File: src/rtl/sha_ms_pkg.sv
`timescale 1ns / 1ps
package sha_ms_pkg;

  localparam int unsigned WordW  = 32;
  localparam int unsigned RoundW = 6;
  localparam int unsigned CountW = 4;
  localparam int unsigned WinD   = 16;

  localparam logic [CountW-1:0] LastMsgIdx  = 4'd15;
  localparam logic [RoundW-1:0] FirstExpand = 6'd16;
  localparam logic [RoundW-1:0] LastRound   = 6'd63;

  // one queued message word, tagged by the front end
  typedef struct packed {
    logic [WordW-1:0]  word;
    logic [CountW-1:0] idx;
    logic              last;
  } item_t;

  typedef enum logic {
    ST_PASS,
    ST_EXPAND
  } back_state_e;

  function automatic logic [WordW-1:0] rotr(input logic [WordW-1:0] v,
                                            input int unsigned n);
    rotr = (v >> n) | (v << (WordW - n));
  endfunction

  function automatic logic [WordW-1:0] sig0(input logic [WordW-1:0] v);
    sig0 = rotr(v, 7) ^ rotr(v, 18) ^ (v >> 3);
  endfunction

  function automatic logic [WordW-1:0] sig1(input logic [WordW-1:0] v);
    sig1 = rotr(v, 17) ^ rotr(v, 19) ^ (v >> 10);
  endfunction

endpackage

File: src/rtl/sha_ms_front.sv
`timescale 1ns / 1ps
module sha_ms_front (
  input  logic                            clk_i,
  input  logic                            rst_ni,
  input  logic                            in_valid_i,
  input  logic [sha_ms_pkg::WordW-1:0]    msg_word_i,
  output logic                            in_stall_o,
  input  logic                            full_i,
  output logic                            push_o,
  output sha_ms_pkg::item_t               push_item_o
);

  logic [sha_ms_pkg::CountW-1:0] word_count_q, word_count_d;

  assign in_stall_o = full_i;
  assign push_o     = in_valid_i && !full_i;

  always_comb begin
    push_item_o.word = msg_word_i;
    push_item_o.idx  = word_count_q;
    push_item_o.last = (word_count_q == sha_ms_pkg::LastMsgIdx);
  end

  // wraps 15 -> 0 on its own
  assign word_count_d = push_o ? word_count_q + 1'b1 : word_count_q;

  always_ff @(posedge clk_i or negedge rst_ni) begin
    if (!rst_ni) begin
      word_count_q <= '0;
    end else begin
      word_count_q <= word_count_d;
    end
  end

endmodule

File: src/rtl/sha_ms_queue.sv
`timescale 1ns / 1ps
module sha_ms_queue #(
  parameter int unsigned Depth = 2
) (
  input  logic              clk_i,
  input  logic              rst_ni,
  input  logic              push_i,
  input  sha_ms_pkg::item_t push_item_i,
  output logic              full_o,
  input  logic              pop_i,
  output logic              valid_o,
  output sha_ms_pkg::item_t head_o
);

  localparam int unsigned PtrW = (Depth > 1) ? $clog2(Depth) : 1;
  localparam int unsigned CntW = $clog2(Depth + 1);

  sha_ms_pkg::item_t mem_q [Depth];
  logic [PtrW-1:0] wr_ptr_q, wr_ptr_d, rd_ptr_q, rd_ptr_d;
  logic [CntW-1:0] cnt_q, cnt_d;
  logic            do_push, do_pop;

  assign full_o  = (cnt_q == CntW'(Depth));
  assign valid_o = (cnt_q != '0);
  assign head_o  = mem_q[rd_ptr_q];
  assign do_push = push_i && !full_o;
  assign do_pop  = pop_i && valid_o;

  always_comb begin
    wr_ptr_d = wr_ptr_q;
    rd_ptr_d = rd_ptr_q;
    if (do_push) begin
      wr_ptr_d = (wr_ptr_q == PtrW'(Depth - 1)) ? '0 : wr_ptr_q + 1'b1;
    end
    if (do_pop) begin
      rd_ptr_d = (rd_ptr_q == PtrW'(Depth - 1)) ? '0 : rd_ptr_q + 1'b1;
    end
    cnt_d = cnt_q;
    if (do_push && !do_pop) begin
      cnt_d = cnt_q + 1'b1;
    end else if (do_pop && !do_push) begin
      cnt_d = cnt_q - 1'b1;
    end
  end

  always_ff @(posedge clk_i or negedge rst_ni) begin
    if (!rst_ni) begin
      wr_ptr_q <= '0;
      rd_ptr_q <= '0;
      cnt_q    <= '0;
    end else begin
      wr_ptr_q <= wr_ptr_d;
      rd_ptr_q <= rd_ptr_d;
      cnt_q    <= cnt_d;
    end
  end

  always_ff @(posedge clk_i) begin
    if (do_push) begin
      mem_q[wr_ptr_q] <= push_item_i;
    end
  end

endmodule

File: src/rtl/sha_ms_back.sv
`timescale 1ns / 1ps
module sha_ms_back (
  input  logic                            clk_i,
  input  logic                            rst_ni,
  input  logic                            q_valid_i,
  input  sha_ms_pkg::item_t               q_item_i,
  output logic                            pop_o,
  output logic                            out_valid_o,
  input  logic                            out_stall_i,
  output logic [sha_ms_pkg::WordW-1:0]    sched_word_o,
  output logic [sha_ms_pkg::RoundW-1:0]   round_index_o,
  output logic                            block_done_o
);

  sha_ms_pkg::back_state_e state_q, state_d;

  // win_q[15] is the newest word; win_q[k] holds W[t-16+k]
  logic [sha_ms_pkg::WordW-1:0]  win_q [sha_ms_pkg::WinD];
  logic [sha_ms_pkg::RoundW-1:0] rnd_q, rnd_d;

  logic                          out_valid_q, out_valid_d;
  logic [sha_ms_pkg::WordW-1:0]  out_word_q;
  logic [sha_ms_pkg::RoundW-1:0] out_round_q;
  logic                          out_done_q;

  logic                          out_free;
  logic                          load;
  logic [sha_ms_pkg::WordW-1:0]  new_word;
  logic [sha_ms_pkg::RoundW-1:0] ld_round;
  logic                          ld_done;
  logic [sha_ms_pkg::WordW-1:0]  exp_word;

  assign out_free = !out_valid_q || !out_stall_i;
  assign exp_word = sha_ms_pkg::sig1(win_q[14]) + win_q[9]
                  + sha_ms_pkg::sig0(win_q[1]) + win_q[0];

  // datapath control
  always_comb begin
    pop_o    = 1'b0;
    load     = 1'b0;
    new_word = q_item_i.word;
    ld_round = sha_ms_pkg::RoundW'(q_item_i.idx);
    ld_done  = 1'b0;
    unique case (state_q)
      sha_ms_pkg::ST_PASS: begin
        if (q_valid_i && out_free) begin
          pop_o = 1'b1;
          load  = 1'b1;
        end
      end
      sha_ms_pkg::ST_EXPAND: begin
        new_word = exp_word;
        ld_round = rnd_q;
        ld_done  = (rnd_q == sha_ms_pkg::LastRound);
        load     = out_free;
      end
      default: begin
        load = 1'b0;
      end
    endcase
  end

  // next state
  always_comb begin
    state_d = state_q;
    rnd_d   = rnd_q;
    unique case (state_q)
      sha_ms_pkg::ST_PASS: begin
        if (pop_o && q_item_i.last) begin
          state_d = sha_ms_pkg::ST_EXPAND;
          rnd_d   = sha_ms_pkg::FirstExpand;
        end
      end
      sha_ms_pkg::ST_EXPAND: begin
        if (load) begin
          rnd_d = rnd_q + 1'b1;
          if (rnd_q == sha_ms_pkg::LastRound) begin
            state_d = sha_ms_pkg::ST_PASS;
          end
        end
      end
      default: begin
        state_d = sha_ms_pkg::ST_PASS;
      end
    endcase
  end

  always_comb begin
    out_valid_d = out_valid_q;
    if (load) begin
      out_valid_d = 1'b1;
    end else if (!out_stall_i) begin
      out_valid_d = 1'b0;
    end
  end

  always_ff @(posedge clk_i or negedge rst_ni) begin
    if (!rst_ni) begin
      state_q     <= sha_ms_pkg::ST_PASS;
      rnd_q       <= '0;
      out_valid_q <= 1'b0;
    end else begin
      state_q     <= state_d;
      rnd_q       <= rnd_d;
      out_valid_q <= out_valid_d;
    end
  end

  always_ff @(posedge clk_i) begin
    if (load) begin
      for (int i = 0; i < sha_ms_pkg::WinD - 1; i++) begin
        win_q[i] <= win_q[i+1];
      end
      win_q[sha_ms_pkg::WinD-1] <= new_word;
      out_word_q  <= new_word;
      out_round_q <= ld_round;
      out_done_q  <= ld_done;
    end
  end

  assign out_valid_o   = out_valid_q;
  assign sched_word_o  = out_word_q;
  assign round_index_o = out_round_q;
  assign block_done_o  = out_done_q;

endmodule

File: src/rtl/sha256_message_schedule.sv
`timescale 1ns / 1ps
// SHA-256 message schedule. Feed the 16 message words of a block in order, one
// transfer each; the block returns W[0..63] with their round index, block_done
// set on W[63]. Words 0..14 each give one result. Word 15 gives W[15] and then
// W[16..63], one per cycle while the output is not stalled, from the single
// expansion adder (sigma1 + W[t-7] + sigma0 + W[t-16] over a 16-word shift
// window); no queued word is taken while the expansion runs. A small queue
// (QueueDepth entries) between the input counter and the back end takes words
// while the expansion runs or the output is stalled, until the queue is full.
module sha256_message_schedule #(
  parameter int unsigned QueueDepth = 2
) (
  input  logic        clk_i,
  input  logic        rst_ni,
  input  logic        in_valid_i,
  output logic        in_stall_o,
  input  logic [31:0] msg_word_i,
  output logic        out_valid_o,
  input  logic        out_stall_i,
  output logic [31:0] sched_word_o,
  output logic [5:0]  round_index_o,
  output logic        block_done_o
);

  logic              push, full, q_valid, pop;
  sha_ms_pkg::item_t push_item, head;

  sha_ms_front u_front (
    .clk_i       (clk_i),
    .rst_ni      (rst_ni),
    .in_valid_i  (in_valid_i),
    .msg_word_i  (msg_word_i),
    .in_stall_o  (in_stall_o),
    .full_i      (full),
    .push_o      (push),
    .push_item_o (push_item)
  );

  sha_ms_queue #(
    .Depth (QueueDepth)
  ) u_queue (
    .clk_i       (clk_i),
    .rst_ni      (rst_ni),
    .push_i      (push),
    .push_item_i (push_item),
    .full_o      (full),
    .pop_i       (pop),
    .valid_o     (q_valid),
    .head_o      (head)
  );

  sha_ms_back u_back (
    .clk_i         (clk_i),
    .rst_ni        (rst_ni),
    .q_valid_i     (q_valid),
    .q_item_i      (head),
    .pop_o         (pop),
    .out_valid_o   (out_valid_o),
    .out_stall_i   (out_stall_i),
    .sched_word_o  (sched_word_o),
    .round_index_o (round_index_o),
    .block_done_o  (block_done_o)
  );

endmodule

File: config.mk
export PLATFORM = sky130hd
export DESIGN_NAME = sha256_message_schedule
export DESIGN_NICKNAME = d
export VERILOG_FILES = /design/src/rtl/sha_ms_pkg.sv /design/src/rtl/sha_ms_front.sv /design/src/rtl/sha_ms_queue.sv /design/src/rtl/sha_ms_back.sv /design/src/rtl/sha256_message_schedule.sv
export SDC_FILE = /design/constraint.sdc
export NUM_CORES = 1
export LEC_CHECK = 0
export ABC_CLOCK_PERIOD_IN_PS = 38800
export BUFFER_PORTS_ARGS = -buffer_cell sky130_fd_sc_hd__buf_2
export CAP_MARGIN = 20
export CORE_MARGIN = 2
export CORE_UTILIZATION = 28
export CTS_CLUSTER_DIAMETER = 50
export CTS_CLUSTER_SIZE = 40
export DETAILED_ROUTE_END_ITERATION = 10
export GPL_TIMING_DRIVEN = 0
export PLACE_DENSITY = 0.52
export SYNTH_ARGS = -nofsm -noshare
export SYNTH_HDL_FRONTEND = slang
export SYNTH_SLANG_ARGS = --single-unit
File: constraint.sdc
create_clock -name clk_i -period 38.8 [get_ports clk_i]
set_input_delay 1.94 -clock clk_i [delete_from_list [all_inputs] [get_ports clk_i]]
set_output_delay 1.94 -clock clk_i [all_outputs]
set_load 0.03 [all_outputs]
==> summary.txt, run 1 <==
Timing
  • Final Skew: 24.1 ps
  • Minimum clock period: 5110 ps
  • Hold Fails Final Rpt: 0
  • Worst-Margin Slew: 1030 ps
  • Unrepaired setup endpoints after global routing: no
  • # setup viols final: 0
  • Max Clock Freq: 0.196 GHz
  • Setup_tns: 0 ps
  • Rel. slew slack: 31.5%
  • Slew Viols, Final: 0
  • Final Cycle Share: 13.2%

Hold path
  • Hold Crit Depth: 0
  • Hold EP: u_back.win_q[1][115]
  • Worst Hold Class: reg -> reg
  • Hold Path Origin: u_back.win_q[1][147]

Layout
  • Fraction of layout cells with a size suffix above 1: between 15 and 20%
  • Area growth syn-to-layout: 19.4%
  • Filler Cells Inserted: 8,254
  • N_diodes: 0
  • Multi-input gate area: slightly below 5000 um2
  • Final net count: 1,674
  • FF+latch area: 18,200 um2

Clock tree
  • CTS H-Tree Depth: 3
  • Clk_lat worst skew: ~620 ps
  • CTS resizes: 0
  • Root cell of the clock tree: clkbuf_16
  • Post-CTS setup buffer count: 0
  • Clock Path Buffers: 3
  • Clock-pin slew on the worst setup and hold paths: 80 ps
  • Total CTS buffers: 66
  • Clk sink count: just over 600
  • CTS tree: done
  • # hold bufs at CTS: 0

Routing
  • Avg WL per Cell: 18.6 um
  • Via count: 11,500
  • Total wire length: 51,100 um
  • Antenna-violating nets left: 0
  • DRT iter0 DRCs: 899
  • DR DRC count: 0
  • Vias/cell: 4.21
  • DRT Pass-1 Iters: 5

Floorplanning
  • Die Area: 88,200 um2
  • Die H: 297 um
  • # rows: 107
  • Core ar.: 85,100 um2
  • IO Count: 77
  • Chip Width: around 300 um
  • Initial core utilization: 28.2%

Global routing
  • Largest net degree at the start of global routing: 34
  • Gr ovfl total: 0
  • First-pass GRT wire length: ~76,000 um
  • Vias in the first global route: 11,800
  • Initial antenna violation count: 2
  • Overall Global Routing Usage: 11.6%

Setup path
  • R2R setup slack: approximately 34,000 ps
  • Startpoint Class: register
  • Worst setup path category: reg -> reg
  • Cells on worst reg2reg path: 16
  • Critical path's slowest cell: edfxtp_1
  • CP cell instances: xnor2_1, xnor2_1, fa_1, inv_1, fa_1, inv_1, ha_1, inv_1, fa_1, nor2b_1, o211ai_2, a31oi_1, a2111o_1, a21oi_1, a31o_2, a221oi_1
  • Slowest stage delay, CP: 540 ps
  • Crit path DAT: 5500 ps
  • Crit path capture type: register
  • WP data required: 39,200 ps
  • Critical Path Fanout Max: 5
  • R2R Path End: u_back.sched_word_o[27]
  • Worst r2r src: u_back.win_q[1][212]

Synthesis
  • Cells after Synth: 1,375
  • Syn Nets: 1,507
  • Synthesized cell area: 24,000 um2
  • Post-synth top area cell: edfxtp_1
  • Area contributors post-synth: edfxtp_1, fa_1, xnor2_1, inv_1, ha_1
  • Synth top cells by count: edfxtp_1, inv_1, xnor2_1, fa_1, nand2_1
  • Syn avg cell area: ~17 um2
  • Post-synth cell types: 58
  • Synth top area share: 74.1%
  • Post-synth EDFFs: 593
  • Sequential share of the synthesized area: 75.8%
  • YS warnings: 0
  • Post-synthesis register bit count: 609
  • Most frequent cell after synthesis: edfxtp_1
  • Ys async rst share: 2.63%
  • Synth Flop Type: edfxtp_1

Place
  • DP Wirelength: about 37,000 um
  • Routability cong.: 0.851
  • PortBufs: 76

Status
  • Status: finished clean

Flow run
  • Max-cap violations: 0
-- layout by cell type, fill, tap and decap left out, types with 32 or more instances in the layout --
cell,netlist,routed
nand2_1,52,52
xnor2_1,125,125
a21oi_1,43,42
ha_1,34,34
o21ai_0,36,36
inv_1,145,145
buf_2,0,76
fa_1,62,62
buf_4,32,32
edfxtp_1,593,593
clkbuf_16,0,67
-- stage by stage --
step / hold slack [ps] / instances / instance area (um2) / utilization [%] / worst slack (ps)
floorplan: 400 / 1375 / 24000 / - / 11050
global placement: 400 / 2595 / 25800 / 30.3 / 1200
detailed placement: 405 / 2618 / 26400 / 31.0 / 33630
CTS: 398 / 2739 / 28700 / 33.7 / 33610
global route: 410 / 2739 / 28700 / 33.7 / 33420
finish: 401 / 2739 / 28700 / 33.7 / 33690
-- metal layers --
metal,up-vias,global-route usage [%],share of wire [%]
met3,81,2.24,4.8
li1,5316,-,-
met1,5891,16.1,46
met5,-,0,0
met4,0,3.55,2.2
met2,246,18.4,47
-- worst max path at each step --
stage,start,end
final,u_back.win_q[1][212],u_back.sched_word_o[27]
after global routing,u_back.win_q[1][212],u_back.sched_word_o[27]
after CTS,u_back.win_q[1][210],u_back.sched_word_o[27]
after detailed placement,u_back.win_q[1][212],u_back.sched_word_o[27]
after global placement,out_stall_i,u_back.win_q[0][60]
after floorplan,out_stall_i,u_back.block_done_o
-- sequential cells by signal, indices dropped and copies added, names as in the netlist --
name,count
u_queue.cnt_q,2
u_queue.wr_ptr_q,1
u_queue.mem_q,74
u_back.sched_word_o,31
u_back.round_index_o,6
u_back.block_done_o,1
u_front.word_count_q,4
u_back.win_q,481
u_queue.rd_ptr_q,1
u_back.rnd_q,6
u_back.out_valid_o,1
u_back.state_q,1
-- worst max-delay path: cells and delay by family (launching register included) --
family | cells | cell delay [ps]
AO/OA/AOI/OAI | 6 | 1770
XOR/XNOR | 2 | 620
adder cells (fa/ha/maj) | 4 | 1490
buffers and inverters | 3 | 230
flip-flops | 1 | 540
AND/OR/NAND/NOR | 1 | 230
-- final cells by class --
type	count	share of cell area (%)
flip-flops and latches	609	63.5
multi-input cells	568	17.3
clock buffers	71	5.90
well taps	1144	4.99
repair buffers	99	3.19
clock inverters	50	2.10
inverters	146	1.91
plain buffers	52	1.10
-- cells by family after synthesis --
| kind of cell | synth area share (%) |
|---|---|
| and+or+nand+nor | 2.78 |
| adders and majority gates | 6.94 |
| muxes | 1.16 |
| buffers and inverters | 3.59 |
| DFF | 75.8 |
| xor gates and xnor gates | 5.32 |
| AOI/OAI and AO/OA | 4.42 |
Power of run 1 is not shown: default switching activity piles up to over one toggle a cycle in this logic, so the estimate is an artifact.
==> run 2: changes to the inputs <==
--- a/config.mk
+++ b/config.mk
@@ -5,7 +5,7 @@
 export SDC_FILE = /design/constraint.sdc
 export NUM_CORES = 1
 export LEC_CHECK = 0
-export ABC_CLOCK_PERIOD_IN_PS = 38800
+export ABC_CLOCK_PERIOD_IN_PS = 4740
 export BUFFER_PORTS_ARGS = -buffer_cell sky130_fd_sc_hd__buf_2
 export CAP_MARGIN = 20
 export CORE_MARGIN = 2
==> constraint.sdc (replaced) <==
create_clock -name clk_i -period 4.74 [get_ports clk_i]
set_input_delay 0.237 -clock clk_i [delete_from_list [all_inputs] [get_ports clk_i]]
set_output_delay 0.237 -clock clk_i [all_outputs]
set_load 0.03 [all_outputs]
==> run 2 against run 1 <==
Clock skew up 6.8 ps; final cell count increased by 1.1%; sequential cell count did not move; maximum frequency grew 10%; design area rose by 1.0%; register-to-register slack got worse by 34000 ps.
==> summary.txt, run 2 (synthesized netlist as in run 1, its figures left out) <==
Routing
  • Antenna-violating nets left: 0
  • DR DRC count: 0
  • DRT Pass-1 Iters: 5
  • Avg WL per Cell: ~18 um
  • Vias/cell: 4.17
  • DRT iter0 DRCs: 748
  • Total wire length: 51,200 um
  • Via count: 11,600

Global routing
  • First-pass GRT wire length: ~76,000 um
  • Vias in the first global route: between 10,000 and 15,000
  • Initial antenna violation count: 0
  • Gr ovfl total: 0
  • Overall Global Routing Usage: between 10% and 20%
  • Largest net degree at the start of global routing: 35

Floorplanning
  • Die H: around 300 um
  • Initial core utilization: between 20 and 30%
  • Core ar.: 85,100 um2
  • # rows: about 110
  • Chip Width: 297 um
  • Die Area: 88,200 um2
  • IO Count: 77

Setup path
  • CP bufs+invs: 3
  • Worst r2r src: u_back.win_q[1][210]
  • CP cell instances: buf_4, xnor2_1, xnor2_1, fa_1, inv_1, fa_1, inv_1, ha_1, nand2_1, o21ai_1, a221o_1, a211o_2, a31o_2, a2111oi_1, nor4b_2
  • Worst setup path category: reg -> reg
  • Critical Path Fanout Max: 6
  • WP data required: 5130 ps
  • Crit path DAT: between 5000 and 6000 ps
  • Critical path's slowest cell: edfxtp_1
  • Crit path capture type: register
  • Top cell family by delay on the critical path: compound AO/OA/AOI/OAI gates
  • Worst Setup SP: u_back.win_q[1][210]
  • Startpoint Class: register
  • Slowest stage delay, CP: 510 ps

Layout
  • Most common cell after layout, fill and taps aside: edfxtp_1
  • FF+latch area: 18,200 um2
  • Area growth syn-to-layout: 20.6%
  • Multi-input gate area: ~5000 um2
  • Fraction of layout cells with a size suffix above 1: 17.7%
  • Most frequent cells in the layout: edfxtp_1, inv_1, xnor2_1
  • Filler Cells Inserted: just over 8,000
  • Biggest register: u_back.win_q
  • Post-Layout Cell Count: 2,770
  • N_diodes: 0
  • Final net count: 1,708
  • Max reg flops: 481

Place
  • Pre-CTS WS: -454 ps
  • PortBufs: 76
  • DP Wirelength: roughly 36,000 um
  • Placed cells: 2,616
  • Routability cong.: 0.831

Clock tree
  • Clk_lat worst skew: ~650 ps
  • Total CTS buffers: 60
  • Clock Path Buffers: 3
  • Clk sink count: 609
  • CTS H-Tree Depth: 2
  • Clock-pin slew on the worst setup and hold paths: roughly 80 ps
  • CTS tree: done
  • Root cell of the clock tree: clkbuf_16

Timing
  • Final Cycle Share: a little over nine tenths
  • Final WS setup: ~110 ps
  • Setup_tns: 0 ps
  • Worst-Margin Slew: 1100 ps
  • Final Skew: 30.9 ps
  • Minimum clock period: 4630 ps
  • Rel. slew slack: 26.5%
  • Slew Viols, Final: 0
  • Max Clock Freq: 0.216 GHz
  • Hold WS: 39.6 ps
  • Hold Fails Final Rpt: 0
  • # setup viols final: 0

Hold path
  • Worst Hold Class: in -> async

Flow run
  • Max-cap violations: 0

Status
  • Status: finished clean
[run 2: layer usage]
layer,part of all wire (%),wire length (um),track usage (%)
met1,47,24000,16.2
met2,47,24000,18.3
met3,3.6,1840,1.89
met4,2.8,1430,3.94
met5,0,0,0
[run 2: path summary, 6_finish.rpt]
kind                       cells after the start  slack, ps                      end
setup / recovery                              15        110  u_back.sched_word_o[30]
hold / removal                                 2         40         u_queue.wr_ptr_q
setup reg to reg                              15        110  u_back.sched_word_o[30]
hold reg to reg                                0        410      u_back.win_q[1][43]
max in group asynchronous                      2       4390       u_back.out_valid_o
min in group clk_i                             3         40         u_queue.wr_ptr_q
[run 2: repair_timing]
| item | CTS | global route |
|---|---|---|
| resized for setup | 7 | 16 |
| pin swaps | 0 | 4 |
| setup endpoints to repair | 12 | 13 |
| hold buffers | 34 | 0 |
| setup buffers | 4 | 7 |
| hold endpoints to repair | 82 | 0 |
[run 2: cell type report]
class	instances	area share, %
tap	1144	4.94
clock inverter	49	2.05
inverter	146	1.89
multi-input combinational	568	17.6
timing repair buffer	142	4.35
sequential	609	62.8
buffer	49	1.08
clock buffer	63	5.25
[run 2: through the flow]
stage / util, % / instance area (um2)
global route: 34.0 / 29000
detailed placement: 30.9 / 26300
CTS: 33.9 / 28900
finish: 34.0 / 29000
floorplan: - / 24100
global placement: 30.4 / 25900
Power of run 2 is left out for the same reason.
